[src/rtl/clrs_pkg.sv]
// Package for the character display refresh sequencer.
// Holds command codes, display and CSR constants, the emission record and digit_code.
// No dependencies.
package clrs_pkg;

   typedef enum logic [1:0] {
      CMD_TICK        = 2'd0,
      CMD_WRITE_RAW   = 2'd1,
      CMD_WRITE_DIGIT = 2'd2,
      CMD_SET_CURSOR  = 2'd3
   } cmd_type;

   localparam logic [7:0] BLANK_CODE = 8'h20;
   localparam logic [7:0] DIGIT_BASE = 8'h30;
   localparam logic [7:0] ROW0_ADDR  = 8'h80;
   localparam logic [7:0] ROW1_ADDR  = 8'hC0;
   localparam logic [7:0] WAIT_RESET = 8'd25;
   localparam logic [7:0] DIGIT_MAX  = 8'd9;

   localparam int         CSR_ADDR_W     = 3;
   localparam logic [2:0] CSR_WAIT_TICKS = 3'd0;

   typedef struct packed {
      logic       emit;
      logic       register_select;
      logic       from_mem;
      logic [7:0] data_byte;
   } emit_type;

   function automatic logic [7:0] digit_code(input logic [7:0] value);
      logic [7:0] code;
      if (value <= DIGIT_MAX) begin
         code = DIGIT_BASE + value;
      end else begin
         code = BLANK_CODE;
      end
      return code;
   endfunction

endpackage

[src/rtl/clrs_if.sv]
// Request and response channel interfaces of the refresh sequencer.
// Valid/ready handshake; no dependencies.
interface clrs_req_if;
   logic       valid;
   logic       ready;
   logic [1:0] command;
   logic [4:0] cell_index;
   logic [7:0] char_value;
   logic [4:0] cursor_position;

   modport source (output valid, command, cell_index, char_value, cursor_position,
                   input ready);
   modport sink   (input valid, command, cell_index, char_value, cursor_position,
                   output ready);
endinterface

interface clrs_rsp_if;
   logic       valid;
   logic       ready;
   logic       register_select;
   logic [7:0] data_byte;

   modport source (output valid, register_select, data_byte, input ready);
   modport sink   (input valid, register_select, data_byte, output ready);
endinterface

[src/rtl/char_lcd_refresh_sequencer.sv]
// Top level of the two-row character display refresh sequencer.
// Depends on clrs_pkg, clrs_if, clrs_seq and clrs_buf.
//
// Usage:
//   req_if carries one request per handshake: a tick, a raw or digit write
//   into a buffer cell, or a cursor update. Only a tick outside the wait
//   phase yields a response on rsp_if: a register-select bit and a byte for
//   the display controller (row address, character, or cursor address).
//   A response is valid in the cycle after its tick is accepted.
//   Throughput: one request per cycle unless stalled; the buffer RAM is read
//   once per character tick, written once per in-range write, one port each.
//   The output register frees itself when rsp_if.ready is high, so requests
//   flow back to back. When the receiver stalls, the response holds and
//   req_if.ready drops until it is taken.
//   Reset: cells read as blank through per-cell written flags, so no
//   clearing pass is needed; the first response is the top row address.
//   The wait between frames is set by the wait_ticks register at byte
//   address 0 of the APB port (reset value 25).
module char_lcd_refresh_sequencer import clrs_pkg::*; #(
   parameter int ROW_LENGTH = 16
) (
   input  logic                  clock,
   input  logic                  reset,
   clrs_req_if.sink              req_if,
   clrs_rsp_if.source            rsp_if,
   input  logic                  psel,
   input  logic                  penable,
   input  logic                  pwrite,
   input  logic [CSR_ADDR_W-1:0] paddr,
   input  logic [31:0]           pwdata,
   output logic [31:0]           prdata,
   output logic                  pready
);

   localparam int CELL_COUNT = 2 * ROW_LENGTH;
   localparam int ADDR_W     = $clog2(CELL_COUNT);

   logic              accept;
   emit_type          emit;
   emit_type          out_ff;
   logic              out_valid_ff;
   logic              rd_en;
   logic [ADDR_W-1:0] rd_addr;
   logic              wr_en;
   logic [ADDR_W-1:0] wr_addr;
   logic [7:0]        wr_data;
   logic [7:0]        rd_char;
   logic [7:0]        wait_ticks_ff;

   assign req_if.ready = !out_valid_ff || rsp_if.ready;
   assign accept       = req_if.valid && req_if.ready;

   clrs_seq #(.ROW_LENGTH(ROW_LENGTH)) u_seq (
      .clock          (clock),
      .reset          (reset),
      .accept         (accept),
      .command        (req_if.command),
      .cell_index     (req_if.cell_index),
      .char_value     (req_if.char_value),
      .cursor_position(req_if.cursor_position),
      .wait_ticks     (wait_ticks_ff),
      .emit           (emit),
      .rd_en          (rd_en),
      .rd_addr        (rd_addr),
      .wr_en          (wr_en),
      .wr_addr        (wr_addr),
      .wr_data        (wr_data)
   );

   clrs_buf #(.ROW_LENGTH(ROW_LENGTH)) u_buf (
      .clock  (clock),
      .reset  (reset),
      .rd_en  (rd_en),
      .rd_addr(rd_addr),
      .wr_en  (wr_en),
      .wr_addr(wr_addr),
      .wr_data(wr_data),
      .rd_char(rd_char)
   );

   always_ff @(posedge clock) begin
      if (reset) begin
         out_valid_ff  <= 1'b0;
         wait_ticks_ff <= WAIT_RESET;
      end else begin
         if (accept) begin
            out_valid_ff <= emit.emit;
         end else if (rsp_if.ready) begin
            out_valid_ff <= 1'b0;
         end
         if (psel && penable && pwrite && paddr == CSR_WAIT_TICKS) begin
            wait_ticks_ff <= pwdata[7:0];
         end
      end
      if (accept && emit.emit) begin
         out_ff <= emit;
      end
   end

   assign rsp_if.valid           = out_valid_ff;
   assign rsp_if.register_select = out_ff.register_select;
   assign rsp_if.data_byte       = out_ff.from_mem ? rd_char : out_ff.data_byte;

   assign pready = 1'b1;
   assign prdata = (paddr == CSR_WAIT_TICKS) ? {24'd0, wait_ticks_ff} : 32'd0;

endmodule

[src/rtl/clrs_ram.sv]
// Generic single-port-write, single-port-read RAM with registered read.
// No dependencies.
module clrs_ram #(
   parameter int WIDTH = 8,
   parameter int DEPTH = 32,
   localparam int ADDR_W = $clog2(DEPTH)
) (
   input  logic              clock,
   input  logic              wr_en,
   input  logic [ADDR_W-1:0] wr_addr,
   input  logic [WIDTH-1:0]  wr_data,
   input  logic              rd_en,
   input  logic [ADDR_W-1:0] rd_addr,
   output logic [WIDTH-1:0]  rd_data
);

   logic [WIDTH-1:0] mem_ff [DEPTH];
   logic [WIDTH-1:0] rd_data_ff;

   always_ff @(posedge clock) begin
      if (wr_en) begin
         mem_ff[wr_addr] <= wr_data;
      end
      if (rd_en) begin
         rd_data_ff <= mem_ff[rd_addr];
      end
   end

   assign rd_data = rd_data_ff;

endmodule

[src/rtl/clrs_buf.sv]
// Character buffer: RAM plus per-cell written flags so unwritten cells read blank.
// Depends on clrs_pkg and clrs_ram.
module clrs_buf import clrs_pkg::*; #(
   parameter int ROW_LENGTH = 16,
   localparam int CELL_COUNT = 2 * ROW_LENGTH,
   localparam int ADDR_W = $clog2(CELL_COUNT)
) (
   input  logic              clock,
   input  logic              reset,
   input  logic              rd_en,
   input  logic [ADDR_W-1:0] rd_addr,
   input  logic              wr_en,
   input  logic [ADDR_W-1:0] wr_addr,
   input  logic [7:0]        wr_data,
   output logic [7:0]        rd_char
);

   logic [CELL_COUNT-1:0] valid_ff;
   logic [CELL_COUNT-1:0] valid_in;
   logic                  rd_valid_ff;
   logic [7:0]            ram_q;

   clrs_ram #(.WIDTH(8), .DEPTH(CELL_COUNT)) u_ram (
      .clock  (clock),
      .wr_en  (wr_en),
      .wr_addr(wr_addr),
      .wr_data(wr_data),
      .rd_en  (rd_en),
      .rd_addr(rd_addr),
      .rd_data(ram_q)
   );

   always_comb begin
      valid_in = valid_ff;
      if (wr_en) begin
         valid_in[wr_addr] = 1'b1;
      end
   end

   always_ff @(posedge clock) begin
      if (reset) begin
         valid_ff <= '0;
      end else begin
         valid_ff <= valid_in;
      end
      if (rd_en) begin
         rd_valid_ff <= valid_ff[rd_addr];
      end
   end

   assign rd_char = rd_valid_ff ? ram_q : BLANK_CODE;

endmodule

[src/rtl/clrs_seq.sv]
// Refresh sequencer control: cell counter, row tracking, wait counter, cursor.
// Decides each request's emission and the buffer access. Depends on clrs_pkg.
module clrs_seq import clrs_pkg::*; #(
   parameter int ROW_LENGTH = 16,
   localparam int CELL_COUNT = 2 * ROW_LENGTH,
   localparam int CELL_W = $clog2(CELL_COUNT + 1),
   localparam int ADDR_W = $clog2(CELL_COUNT)
) (
   input  logic              clock,
   input  logic              reset,
   input  logic              accept,
   input  logic [1:0]        command,
   input  logic [4:0]        cell_index,
   input  logic [7:0]        char_value,
   input  logic [4:0]        cursor_position,
   input  logic [7:0]        wait_ticks,
   output emit_type          emit,
   output logic              rd_en,
   output logic [ADDR_W-1:0] rd_addr,
   output logic              wr_en,
   output logic [ADDR_W-1:0] wr_addr,
   output logic [7:0]        wr_data
);

   typedef enum logic [1:0] {
      ROW_TOP     = 2'd0,
      ROW_BOTTOM  = 2'd1,
      ROW_UNKNOWN = 2'd2
   } row_type;

   logic [CELL_W-1:0] next_cell_ff, next_cell_in;
   row_type           row_ff, row_in;
   logic              waiting_ff, waiting_in;
   logic [7:0]        idle_ff, idle_in;
   logic [4:0]        cursor_ff, cursor_in;
   cmd_type           cmd;
   logic              in_range;
   logic [7:0]        cursor_byte;

   assign cmd      = cmd_type'(command);
   assign in_range = int'(cell_index) < CELL_COUNT;
   assign rd_addr  = next_cell_ff[ADDR_W-1:0];
   assign wr_addr  = ADDR_W'(cell_index);
   assign wr_data  = (cmd == CMD_WRITE_DIGIT) ? digit_code(char_value) : char_value;

   always_comb begin
      if (int'(cursor_ff) < ROW_LENGTH) begin
         cursor_byte = 8'(int'(cursor_ff) + int'(ROW0_ADDR));
      end else begin
         cursor_byte = 8'(int'(cursor_ff) + int'(ROW1_ADDR) - ROW_LENGTH);
      end
   end

   always_comb begin
      next_cell_in = next_cell_ff;
      row_in       = row_ff;
      waiting_in   = waiting_ff;
      idle_in      = idle_ff;
      cursor_in    = cursor_ff;
      emit         = '0;
      rd_en        = 1'b0;
      wr_en        = 1'b0;
      if (accept) begin
         unique case (cmd)
            CMD_TICK: begin
               if (!waiting_ff) begin
                  emit.emit = 1'b1;
                  if (next_cell_ff < CELL_W'(CELL_COUNT)) begin
                     if (next_cell_ff == '0 && row_ff != ROW_TOP) begin
                        emit.data_byte = ROW0_ADDR;
                        row_in         = ROW_TOP;
                     end else if (next_cell_ff == CELL_W'(ROW_LENGTH)
                                  && row_ff != ROW_BOTTOM) begin
                        emit.data_byte = ROW1_ADDR;
                        row_in         = ROW_BOTTOM;
                     end else begin
                        emit.register_select = 1'b1;
                        emit.from_mem        = 1'b1;
                        rd_en                = 1'b1;
                        next_cell_in         = next_cell_ff + CELL_W'(1);
                     end
                  end else begin
                     emit.data_byte = cursor_byte;
                     next_cell_in   = '0;
                     waiting_in     = 1'b1;
                  end
               end else if (idle_ff < wait_ticks) begin
                  idle_in = idle_ff + 8'd1;
               end else begin
                  waiting_in = 1'b0;
                  idle_in    = '0;
               end
            end
            CMD_WRITE_RAW, CMD_WRITE_DIGIT: begin
               wr_en = in_range;
            end
            CMD_SET_CURSOR: begin
               cursor_in = cursor_position;
            end
            default: begin
            end
         endcase
      end
   end

   always_ff @(posedge clock) begin
      if (reset) begin
         next_cell_ff <= '0;
         row_ff       <= ROW_UNKNOWN;
         waiting_ff   <= 1'b0;
         idle_ff      <= '0;
         cursor_ff    <= '0;
      end else begin
         next_cell_ff <= next_cell_in;
         row_ff       <= row_in;
         waiting_ff   <= waiting_in;
         idle_ff      <= idle_in;
         cursor_ff    <= cursor_in;
      end
   end

endmodule

[src/flat_wrapper.sv]
// flat-port wrapper written by rule: the top's interface ports become plain ports
module char_lcd_refresh_sequencer_flat import clrs_pkg::*;
#(
   parameter int ROW_LENGTH = 16
)
  (clock, reset, psel, penable, pwrite, paddr, pwdata, prdata, pready, req_if_valid, req_if_command, req_if_cell_index, req_if_char_value, req_if_cursor_position, req_if_ready, rsp_if_valid, rsp_if_register_select, rsp_if_data_byte, rsp_if_ready);
  clrs_req_if req_if_i ();
  clrs_rsp_if rsp_if_i ();
  input  logic clock;
  input  logic reset;
  input  logic psel;
  input  logic penable;
  input  logic pwrite;
  input  logic [CSR_ADDR_W-1:0] paddr;
  input  logic [31:0] pwdata;
  output logic [31:0] prdata;
  output logic pready;
  input wire logic [$bits(req_if_i.valid)-1:0] req_if_valid;
  input wire logic [$bits(req_if_i.command)-1:0] req_if_command;
  input wire logic [$bits(req_if_i.cell_index)-1:0] req_if_cell_index;
  input wire logic [$bits(req_if_i.char_value)-1:0] req_if_char_value;
  input wire logic [$bits(req_if_i.cursor_position)-1:0] req_if_cursor_position;
  output wire logic [$bits(req_if_i.ready)-1:0] req_if_ready;
  output wire logic [$bits(rsp_if_i.valid)-1:0] rsp_if_valid;
  output wire logic [$bits(rsp_if_i.register_select)-1:0] rsp_if_register_select;
  output wire logic [$bits(rsp_if_i.data_byte)-1:0] rsp_if_data_byte;
  input wire logic [$bits(rsp_if_i.ready)-1:0] rsp_if_ready;
  assign req_if_i.valid = req_if_valid;
  assign req_if_i.command = req_if_command;
  assign req_if_i.cell_index = req_if_cell_index;
  assign req_if_i.char_value = req_if_char_value;
  assign req_if_i.cursor_position = req_if_cursor_position;
  assign req_if_ready = req_if_i.ready;
  assign rsp_if_valid = rsp_if_i.valid;
  assign rsp_if_register_select = rsp_if_i.register_select;
  assign rsp_if_data_byte = rsp_if_i.data_byte;
  assign rsp_if_i.ready = rsp_if_ready;
  char_lcd_refresh_sequencer #(.ROW_LENGTH(ROW_LENGTH)) u_core (.clock(clock), .reset(reset), .req_if(req_if_i), .rsp_if(rsp_if_i), .psel(psel), .penable(penable), .pwrite(pwrite), .paddr(paddr), .pwdata(pwdata), .prdata(prdata), .pready(pready));
endmodule
[config.mk]
export PLATFORM = sky130hd
export DESIGN_NAME = char_lcd_refresh_sequencer_flat
export DESIGN_NICKNAME = d
export VERILOG_FILES = /design/src/rtl/clrs_pkg.sv /design/src/rtl/clrs_if.sv /design/src/rtl/char_lcd_refresh_sequencer.sv /design/src/rtl/clrs_ram.sv /design/src/rtl/clrs_buf.sv /design/src/rtl/clrs_seq.sv /design/src/flat_wrapper.sv
export SDC_FILE = /design/constraint.sdc
export NUM_CORES = 1
export LEC_CHECK = 0
export BUFFER_PORTS_ARGS = -buffer_cell sky130_fd_sc_hd__buf_2
export CAP_MARGIN = 40
export CORE_MARGIN = 2
export CORE_UTILIZATION = 40
export CTS_BUF_LIST = sky130_fd_sc_hd__clkbuf_16
export DETAILED_ROUTE_END_ITERATION = 10
export GPL_TIMING_DRIVEN = 0
export PLACE_DENSITY = 0.63
export SYNTH_ARGS = -nofsm -noshare
export SYNTH_HDL_FRONTEND = slang
export SYNTH_SLANG_ARGS = --single-unit
export TNS_END_PERCENT = 50
[constraint.sdc]
create_clock -name clock -period 4.2 [get_ports clock]
set_clock_uncertainty 0.05 [all_clocks]
set_input_delay 0.21 -clock clock [delete_from_list [all_inputs] [get_ports clock]]
set_output_delay 0.21 -clock clock [all_outputs]
set_load 0.02 [all_outputs]
==> results.json, run 1 <==
{
  "outcome": "complete, no violations",
  "grt_max_degree": 33,
  "grtUsageTotal_pct": 18.2,
  "die_area_mm2": 0.0362,
  "ant_nets": 0,
  "synthArstFlopShare_pct": 0,
  "yosysSeqAreaShare_pct": 67.9,
  "nFillCells": 2991,
  "die_x_um": 190,
  "drv_cap": 0,
  "path_max_fanout": 10,
  "diodes": 0,
  "fmax_mhz": 341,
  "initialDrtViolationCount": 671,
  "port_buffers": 55,
  "ys_seq_elements": 335,
  "hp-class": "in -> reg",
  "r2r_slack_ns": 1.26,
  "syn_avg_cell_area_um2": 15.1,
  "h-tree-depth": 2,
  "post_cts_buffers": 0,
  "max_stage_delay_ns": 0.71,
  "grt_pass1_wl_um": 49200,
  "ios": 106,
  "die_h_um": 190,
  "crit_buf_inv": 1,
  "power_density_mw_per_mm2": 422,
  "tightest_slew_ns": 0.947,
  "finalWirelength_um": 32700,
  "finalSetupTns_ns": 0,
  "cts_tree": "done",
  "ctsHoldBuffers": 13,
  "first_global_vias": 8145,
  "stdcell_area_mm2": 0.0162,
  "reg2reg_from": "u_core.rsp_if.valid",
  "finalCritPeriodShare_pct": 69.9,
  "critPathArrivalTime_ns": 3.02,
  "cp.required_ns": 4.29,
  "gp_congestion": 0.813,
  "holdPathEnd": "u_core.u_seq.waiting_ff",
  "viasPerCell": 5.38,
  "cts_resized": 0,
  "cts_buffers": 36,
  "dp_cells": 1467,
  "yosysUniqueCellTypes": 58,
  "r2r_end": "u_core.u_buf.u_ram.mem_ff[10][1]",
  "synthFlopType": "edfxtp_1",
  "mostFrequentLayoutCell": "edfxtp_1",
  "setup_viol": 0,
  "drv_slew": 0,
  "final_hold_viol_count": 0,
  "dp_slack_ns": 1.10,
  "hold_depth": 3,
  "place_area_mm2": 0.0150,
  "start_kind": "flip-flop",
  "fin_cells": 1543,
  "core_mm2": 0.0344,
  "hp-start": "req_if_valid",
  "dp_hpwl_um": 22300,
  "r2r_cells": 5,
  "num_rows": 68,
  "layout_setup_ws_ns": 1.26,
  "rsz0062_at_grt": "false",
  "final_cell_mix": "272 x edfxtp_1, 86 x nor2_1, 75 x buf_2",
  "grt_antenna_before_repair": 0,
  "clk-insertion-delay-late_ns": 0.52,
  "clkTransAtPathRegs_ns": 0.05,
  "synthesis.area_mm2": 0.0139,
  "p_leak_nw": 5.37,
  "yosys_warnings": 0,
  "criticalPathCategory": "reg -> reg",
  "num-nets-final": 1139,
  "clkSinkCount": 335,
  "slowest_stage": "nor2_1",
  "drc": 0,
  "first_pass_iters": 6,
  "peakVddDrop_v": 0.000238,
  "path_cells": "nor2b_1 > nor4b_1 > clkbuf_1 > nand2_1 > nor2_1",
  "root_buffer": "clkbuf_16",
  "drive_gt1_share_pct": 20.7,
  "slew_headroom_pct": 36.9,
  "cpLargestDelayFamily": "simple AND/OR/NAND/NOR gates",
  "period_minus_slack_ns": 2.94,
  "post_drt_wl_per_cell_um": 21.2,
  "start_util_pct": 40.4,
  "fin_hold_ws_ns": 0.00821,
  "via_count": 8307,
  "synthCells": 922,
  "cp-end-kind": "flip-flop",
  "synth_edf_count": 272,
  "clockBufferDepth": 3,
  "grt_overflow": 0,
  "area_delta_synth_final_pct": 16.5
}
-- logic make-up after synthesis --
family | Yosys count | share of synthesized area [%]
AO/OA/AOI/OAI | 143 | 6.85
XOR/XNOR | 6 | 0.378
adder cells (fa/ha/maj) | 14 | 1.26
buffers and inverters | 105 | 4.13
flip-flops | 335 | 67.9
multiplexers | 111 | 12.0
other | 2 | 0.0541
AND/OR/NAND/NOR | 206 | 7.49
-- worst max-delay path by stage --
stage | startpoint | cells after the start | slack [ns] | endpoint
global placement | req_if_command[0] | 4 | 0.30 | u_core.u_buf.u_ram.mem_ff[4][4]
CTS | u_core.rsp_if.valid | 5 | 1.26 | u_core.u_buf.u_ram.mem_ff[10][1]
finish | u_core.rsp_if.valid | 5 | 1.26 | u_core.u_buf.u_ram.mem_ff[10][1]
global route | u_core.u_seq.next_cell_ff[1] | 9 | 1.08 | u_core.u_buf.u_ram.rd_data[5]
floorplan | u_core.u_seq.next_cell_ff[1] | 8 | 1.56 | u_core.u_buf.rd_valid_ff
detailed placement | req_if_command[0] | 7 | 1.10 | u_core.u_buf.u_ram.mem_ff[10][2]
-- layer usage --
metal,part of all wire [%],GRT usage (%)
met5,0,0
met4,2.2,4.80
met3,7.8,3.61
met2,47,29.9
met1,43,24.8
-- cells in the mapped netlist, types with 2 or more instances --
library cell | n | area [µm²]
edfxtp_1 | 272 | 8170
nor2_1 | 86 | 323
mux2i_1 | 67 | 671
dfxtp_1 | 63 | 1260
mux4_2 | 44 | 991
a31oi_1 | 42 | 263
buf_4 | 27 | 203
nand2_1 | 26 | 97.6
o22ai_1 | 24 | 150
clkbuf_1 | 23 | 86.3
inv_1 | 23 | 86.3
and2_1 | 17 | 106
buf_2 | 17 | 85.1
a21oi_1 | 15 | 75.1
ha_1 | 14 | 175
o21ai_0 | 14 | 70.1
a22oi_1 | 12 | 90.1
nor2b_1 | 10 | 62.6
nand3_1 | 9 | 45.0
a22o_1 | 8 | 70.1
nor3_1 | 8 | 40.0
a211oi_1 | 7 | 52.6
and3_1 | 7 | 43.8
buf_6 | 7 | 78.8
nor4_1 | 7 | 43.8
buf_1 | 6 | 22.5
nand3b_1 | 6 | 45.0
nand2b_1 | 5 | 31.3
xor2_1 | 5 | 43.8
a211o_1 | 4 | 35.0
nand4_1 | 4 | 25.0
or3b_2 | 4 | 35.0
or4_1 | 4 | 30.0
a21o_1 | 3 | 22.5
and4_1 | 3 | 26.3
o221ai_1 | 3 | 26.3
a221oi_1 | 2 | 17.5
conb_1 | 2 | 7.51
nor3b_1 | 2 | 15.0
or3_1 | 2 | 12.5
-- where the power goes --
| group | total [mW] | leakage, nW | internal (mW) | switching, mW |
|---|---|---|---|---|
| logic | 0.340 | 1.97 | 0.118 | 0.222 |
| registers | 3.63 | 2.85 | 3.63 | 0.00843 |
| clock network | 2.86 | 0.553 | 1.60 | 1.26 |
-- state kept, by name, indices dropped and copies added (netlist names) --
register and cells:
u_core.out_ff 7, u_core.rsp_if.valid 1, u_core.u_buf.rd_valid_ff 1, u_core.u_buf.u_ram.mem_ff 256, u_core.u_buf.u_ram.rd_data 8, u_core.u_buf.valid_ff 32, u_core.u_seq.cursor_ff 5, u_core.u_seq.idle_ff 8
u_core.u_seq.next_cell_ff 6, u_core.u_seq.row_ff 2, u_core.u_seq.waiting_ff 1, u_core.wait_ticks_ff 8
-- layout make-up --
cell class	count	area [µm²]	area share (%)
flip-flops and latches	335	9430	58.3
multi-input cells	505	4000	24.7
clock buffers	37	926	5.72
well taps	455	569	3.52
repair buffers	80	566	3.49
plain buffers	81	483	2.98
clock inverters	26	125	0.773
inverters	24	90.1	0.557
-- worst reg2reg max path, delay by kind of cell, from the launching register on --
family	cells	cell delay [ns]
DFF	1	0.30
and+or+nand+nor	4	1.73
buffers and inverters	1	0.49
-- per-stage QoR --
step | util [%] | power [mW]
after floorplan | - | 3.90
after global placement | 43.1 | 4.01
after detailed placement | 43.7 | 4.03
after CTS | 47.1 | 6.87
after global routing | 47.1 | 7.04
final | 47.1 | 6.83
Note: power is estimated with default switching activity, not from simulation.
==> inputs of run 2 (changes only) <==
==> constraint.sdc (replaced) <==
create_clock -name clock -period 2.9 [get_ports clock]
set_clock_uncertainty 0.05 [all_clocks]
set_input_delay 0.145 -clock clock [delete_from_list [all_inputs] [get_ports clock]]
set_output_delay 0.145 -clock clock [all_outputs]
set_load 0.02 [all_outputs]
==> run 2 against run 1 <==
Compared with the run above: the run now ends with negative setup slack left; critical endpoint is now u_core.u_buf.u_ram.mem_ff[0][7]; critical path type unchanged; routed wire length is essentially flat; critical path depth unchanged; sequential power is 45% higher.
==> results.json, run 2 (synthesized netlist as in run 1, its figures left out) <==
{
  "outcome": "complete, but fails checks",
  "violations": "negative setup slack",
  "post_cts_buffers": 0,
  "cpLargestDelayFamily": "simple AND/OR/NAND/NOR gates",
  "die_h_um": 190,
  "largest_reg_flops": 256,
  "final_cell_mix": "272 x edfxtp_1, 75 x nor2_1, 73 x buf_2",
  "final_hold_viol_count": 0,
  "power_density_mw_per_mm2": 609,
  "drive_gt1_share_pct": 21.9,
  "finalSetupTns_ns": -0.0547,
  "nFillCells": 2982,
  "h-tree-depth": 2,
  "root_buffer": "clkbuf_16",
  "cts_tree": "done",
  "critPathArrivalTime_ns": 3.00,
  "slowest_stage": "nor2_1",
  "num-nets-final": 1140,
  "peakVddDrop_v": 0.000343,
  "max_stage_delay_ns": 0.70,
  "die_x_um": 190,
  "diodes": 0,
  "slew_headroom_pct": 36.2,
  "hp-class": "in -> reg",
  "post_drt_wl_per_cell_um": 21.2,
  "dp_hpwl_um": 22300,
  "stdcell_area_mm2": 0.0162,
  "grt_antenna_before_repair": 0,
  "cp.required_ns": 2.99,
  "cts_buffers": 36,
  "cp-end-kind": "flip-flop",
  "crit_buf_inv": 1,
  "start_util_pct": 40.4,
  "drv_cap": 0,
  "path_max_fanout": 10,
  "fmax_mhz": 344,
  "reg.largest.list": "u_core.u_buf.u_ram.mem_ff (256), u_core.u_buf.valid_ff (32)",
  "initialDrtViolationCount": 655,
  "gp_congestion": 0.813,
  "core_mm2": 0.0344,
  "start_kind": "flip-flop",
  "ios": 106,
  "clkTransAtPathRegs_ns": 0.06,
  "layout_setup_ws_ns": -0.0111,
  "path_cells": "nor2b_1 > nor4b_1 > clkbuf_1 > nand2_1 > nor2_1",
  "final_core_util_pct": 47.2,
  "mostFrequentLayoutCell": "edfxtp_1",
  "grt_pass1_wl_um": 49300,
  "drc": 0,
  "rsz0062_at_grt": "true",
  "finalCritPeriodShare_pct": 100,
  "grtUsageTotal_pct": 18.2,
  "via_count": 8265,
  "first_global_vias": 8151,
  "setup_viol": 8,
  "grt_max_degree": 33,
  "fin_hold_ws_ns": 0.0634,
  "clkSinkCount": 335,
  "area_delta_synth_final_pct": 16.9,
  "grt_overflow": 0,
  "finalWirelength_um": 32700,
  "p_leak_nw": 5.38,
  "criticalPathCategory": "reg -> reg",
  "num_rows": 68,
  "fin_total_pwr_mw": 9.89,
  "top_register": "u_core.u_buf.u_ram.mem_ff",
  "place_area_mm2": 0.0150,
  "clockBufferDepth": 3,
  "drv_slew": 0,
  "clk-insertion-delay-late_ns": 0.52,
  "period_minus_slack_ns": 2.91,
  "port_buffers": 55,
  "die_area_mm2": 0.0362,
  "first_pass_iters": 6,
  "viasPerCell": 5.35,
  "tightest_slew_ns": 0.958,
  "ant_nets": 0
}
==> run 2: cell types whose count changed in the layout (fill, tap and decap cells not counted), sizes merged <==
cell / change
buf: -1
clkbuf: +1
dlygate4sd3: +1
==> run 2: final cells by class <==
cell class	instances	area, µm²	area share [%]
Clock buffer	37	926	5.70
Multi-Input combinational cell	505	4030	24.8
Clock inverter	26	125	0.771
Sequential cell	335	9430	58.1
Tap cell	455	569	3.51
Timing Repair Buffer	81	576	3.54
Inverter	24	90.1	0.555
Buffer	81	489	3.01
==> run 2: worst reg2reg max path: cells and delay by family (launching register included) <==
kind / cells / cell delay (ns)
buf+inv: 1 / 0.49
flops: 1 / 0.30
simple gates: 4 / 1.71
==> run 2: final timing paths <==
path                              from                         endpoint  slack (ns)  cells after the start
max                u_core.rsp_if.valid  u_core.u_buf.u_ram.mem_ff[0][7]       -0.01                      5
min                            penable          u_core.wait_ticks_ff[0]        0.06                      4
max reg2reg        u_core.rsp_if.valid  u_core.u_buf.u_ram.mem_ff[0][7]       -0.01                      5
min reg2reg  u_core.u_buf.valid_ff[26]        u_core.u_buf.valid_ff[26]        0.41                      2
==> run 2: power breakdown <==
group	leakage [nW]	switching [mW]	internal (mW)	total, mW
combinational	1.97	0.324	0.173	0.497
sequential	2.85	0.0122	5.25	5.26
clock	0.553	1.81	2.32	4.12
total	5.38	2.15	7.74	9.89
==> run 2: per-stage QoR <==
step | setup slack (ns) | instances
6_report | -0.0111 | 1544
5_1_grt | -0.156 | 1544
4_1_cts | 0.0138 | 1544
3_5_place_dp | -0.138 | 1467
3_3_place_gp | -0.932 | 1455
2_1_floorplan | 0.264 | 945
==> run 2: metal layers <==
metal / global-route usage (%) / vias to the layer above / routed length, µm
li1: - / 3809 / -
met1: 24.8 / 4128 / 14100
met2: 30.0 / 280 / 15500
met3: 3.61 / 48 / 2310
met4: 4.80 / 0 / 698
met5: 0 / - / 0
==> run 2: repair_timing <==
item,4_1_cts,5_1_grt
endpoints found under the setup margin,15,117
hold buffers,14,0
resized for setup,3,14
endpoints found under the hold margin,14,0
==> inputs of run 3 (changes only) <==
--- a/config.mk
+++ b/config.mk
@@ -5,14 +5,17 @@
 export SDC_FILE = /design/constraint.sdc
 export NUM_CORES = 1
 export LEC_CHECK = 0
+export ABC_AREA = 1
 export BUFFER_PORTS_ARGS = -buffer_cell sky130_fd_sc_hd__buf_2
 export CAP_MARGIN = 40
+export CORE_ASPECT_RATIO = 0.6
 export CORE_MARGIN = 2
 export CORE_UTILIZATION = 40
 export CTS_BUF_LIST = sky130_fd_sc_hd__clkbuf_16
 export DETAILED_ROUTE_END_ITERATION = 10
 export GPL_TIMING_DRIVEN = 0
 export PLACE_DENSITY = 0.63
+export SKIP_CTS_REPAIR_TIMING = 1
 export SYNTH_ARGS = -nofsm -noshare
 export SYNTH_HDL_FRONTEND = slang
 export SYNTH_SLANG_ARGS = --single-unit
==> run 3 against run 2 <==
Compared with the run above: the run ends with negative hold slack left; critical path depth grew 4; cell count increased by 37%; register-to-register slack improved by 0.24 ns; global-route usage is 3.6 points higher; clock power down 4%; combinational power decreased by 4.4%; flip-flop and latch count is the same; synthesized cell count is 60% higher; clock-buffer cell count shrank 6; total power is 2.1% lower; non-clock buffer count up 11; largest power group unchanged.
==> results.json, run 3 <==
{
  "criticalPathCategory": "reg -> reg",
  "drv_slew": 0,
  "synth_compound_area_share_pct": 5.92,
  "h-tree-depth": 1,
  "dp_hpwl_um": 29600,
  "synthMuxAreaShare_pct": 0,
  "r2r_cells": 9,
  "via_count": 10900,
  "reg.largest.list": "u_core.u_buf.u_ram.mem_ff (256), u_core.u_buf.valid_ff (32)",
  "hp-start": "req_if_char_value[0]",
  "synth_top_family_by_area": "simple AND/OR/NAND/NOR gates",
  "first_pass_iters": 6,
  "violations": "negative hold slack",
  "synth_xor_xnor_area_share_pct": 0.546,
  "holdPathEnd": "u_core.u_buf.u_ram.mem_ff[4][0]",
  "port_buffers": 55,
  "first_global_vias": 9874,
  "yosysMostFrequentCell": "nand2_1",
  "synthFlopType": "edfxtp_1",
  "yosys_warnings": 0,
  "drc": 0,
  "ys_seq_elements": 335,
  "cp-end-kind": "flip-flop",
  "hp-class": "in -> reg",
  "layout_setup_ws_ns": 0.226,
  "viasPerCell": 5.15,
  "yosys-top-cells-area": "edfxtp_1 57%, nand2_1 9.9%, dfxtp_1 8.7%, nor2_1 6.6%, o21ai_0 3.6%",
  "die_area_mm2": 0.0377,
  "start_kind": "flip-flop",
  "grt_pass1_wl_um": 61100,
  "syn_avg_cell_area_um2": 9.76,
  "ant_nets": 0,
  "synthArstFlopShare_pct": 0,
  "rsz0062_at_grt": "false",
  "drv_cap": 0,
  "final_hold_viol_count": 13,
  "p_leak_nw": 6.65,
  "clkTransAtPathRegs_ns": 0.07,
  "critPathArrivalTime_ns": 2.93,
  "finalWirelength_um": 41600,
  "r2r_end": "u_core.u_buf.u_ram.rd_data[0]",
  "gp_congestion": 0.946,
  "num_rows": 53,
  "r2r_slack_ns": 0.23,
  "synth_top_area_cell": "edfxtp_1",
  "root_buffer": "clkbuf_16",
  "peakVddDrop_v": 0.000492,
  "synth_edf_count": 272,
  "tightest_slew_ns": 0.940,
  "cp.required_ns": 3.16,
  "initialDrtViolationCount": 1604,
  "fin_cells": 2111,
  "dp_slack_ns": 0.321,
  "grt_max_degree": 32,
  "start_util_pct": 40.9,
  "yosysUniqueCellTypes": 32,
  "top_register": "u_core.u_buf.u_ram.mem_ff",
  "reg2reg_from": "u_core.u_seq.next_cell_ff[1]",
  "setup_viol": 0,
  "period_minus_slack_ns": 2.67,
  "grt_overflow": 0,
  "finalSetupTns_ns": 0,
  "power_density_mw_per_mm2": 576,
  "finalCritPeriodShare_pct": 92.2,
  "die_h_um": 151,
  "fmax_mhz": 374,
  "synthCells": 1479,
  "dp_cells": 2036,
  "hold_depth": 3,
  "netlist_top_cells_count": "381 x nand2_1, 272 x edfxtp_1, 254 x nor2_1",
  "yosysSeqAreaShare_pct": 65.3,
  "ios": 106,
  "mostFrequentLayoutCell": "nand2_1",
  "clk-insertion-delay-late_ns": 0.58,
  "outcome": "complete, but fails checks",
  "grtUsageTotal_pct": 21.9,
  "core_mm2": 0.0353,
  "drive_gt1_share_pct": 11.4,
  "area_delta_synth_final_pct": 16.5,
  "cts_buffers": 31,
  "clkSinkCount": 335,
  "grt_antenna_before_repair": 0,
  "synthesis.area_mm2": 0.0144,
  "fin_hold_ws_ns": -0.0154,
  "post_drt_wl_per_cell_um": 19.7,
  "yosys.area_share.adder_pct": 1.21,
  "yosysTopAreaCellShare_pct": 56.6,
  "num-nets-final": 1697,
  "final_core_util_pct": 47.6,
  "path_max_fanout": 10,
  "largest_reg_flops": 256,
  "cts_tree": "done",
  "diodes": 0,
  "synth-simple-area-share_pct": 20.4,
  "final_cell_mix": "381 x nand2_1, 272 x edfxtp_1, 248 x nor2_1",
  "die_x_um": 249,
  "clockBufferDepth": 3,
  "slew_headroom_pct": 37.1
}
-- run 3: worst max-delay path, stage by stage, from the launching register on --
cell     delay (ns)
dfxtp_1        0.35
buf_2          0.30
buf_1          0.56
nor2_1         0.12
nand2_1        0.09
o21ai_0        0.14
nand2_1        0.09
nand3_1        0.19
nor2_1         0.35
nor2_1         0.13
-- run 3: kinds of logic (layout without fill, tap and decap cells) --
family,count (synthesis),after routing
AND/OR/NAND/NOR,740,740
flip-flops,335,335
buffers and inverters,210,352
AO/OA/AOI/OAI,169,169
adder cells (fa/ha/maj),14,14
XOR/XNOR,9,9
other,2,25
-- run 3: through the flow --
step | power [mW] | hold slack, ns | cell area, µm²
4_1_cts | 9.67 | -0.265 | 16600
3_5_place_dp | 5.81 | 0.333 | 15700
5_1_grt | 9.91 | 0.00533 | 16800
6_report | 9.67 | -0.0154 | 16800
2_1_floorplan | 5.60 | 0.221 | 14500
3_3_place_gp | 5.76 | 0.311 | 15400
-- run 3: layout make-up --
class,count,area [µm²]
clock buffer,31,776
tap,467,584
inverter,123,462
clock inverter,25,171
multi-input combinational,957,4220
buffer,87,480
fill,3286,18500
sequential,335,9430
timing repair buffer,86,678
-- run 3: worst max path at each step --
stage	startpoint	to	slack (ns)	depth (start not counted)
6_report	u_core.u_seq.next_cell_ff[1]	u_core.u_buf.u_ram.rd_data[0]	0.23	9
5_1_grt	u_core.rsp_if.valid	u_core.u_buf.u_ram.mem_ff[28][6]	0.08	7
4_1_cts	u_core.u_seq.next_cell_ff[1]	u_core.u_buf.u_ram.rd_data[0]	0.30	8
3_5_place_dp	u_core.u_seq.next_cell_ff[1]	u_core.u_buf.u_ram.rd_data[0]	0.32	8
3_3_place_gp	req_if_command[0]	u_core.u_buf.u_ram.mem_ff[28][4]	-1.89	4
2_1_floorplan	req_if_command[0]	u_core.u_buf.u_ram.mem_ff[0][4]	0.64	3
-- run 3: report_power, final --
| group | internal, mW | switching [mW] |
|---|---|---|
| combinational | 0.148 | 0.327 |
| sequential | 5.25 | 0.0126 |
| clock | 2.11 | 1.83 |
| total | 7.51 | 2.17 |
-- run 3: metal layers --
| layer | up-vias | wire length (µm) | track usage (%) |
|---|---|---|---|
| met5 | - | 0 | 0 |
| met4 | 0 | 804 | 4.46 |
| met3 | 67 | 4950 | 4.18 |
| met2 | 543 | 16500 | 30.3 |
| met1 | 5170 | 19300 | 35.0 |
| li1 | 5092 | - | - |
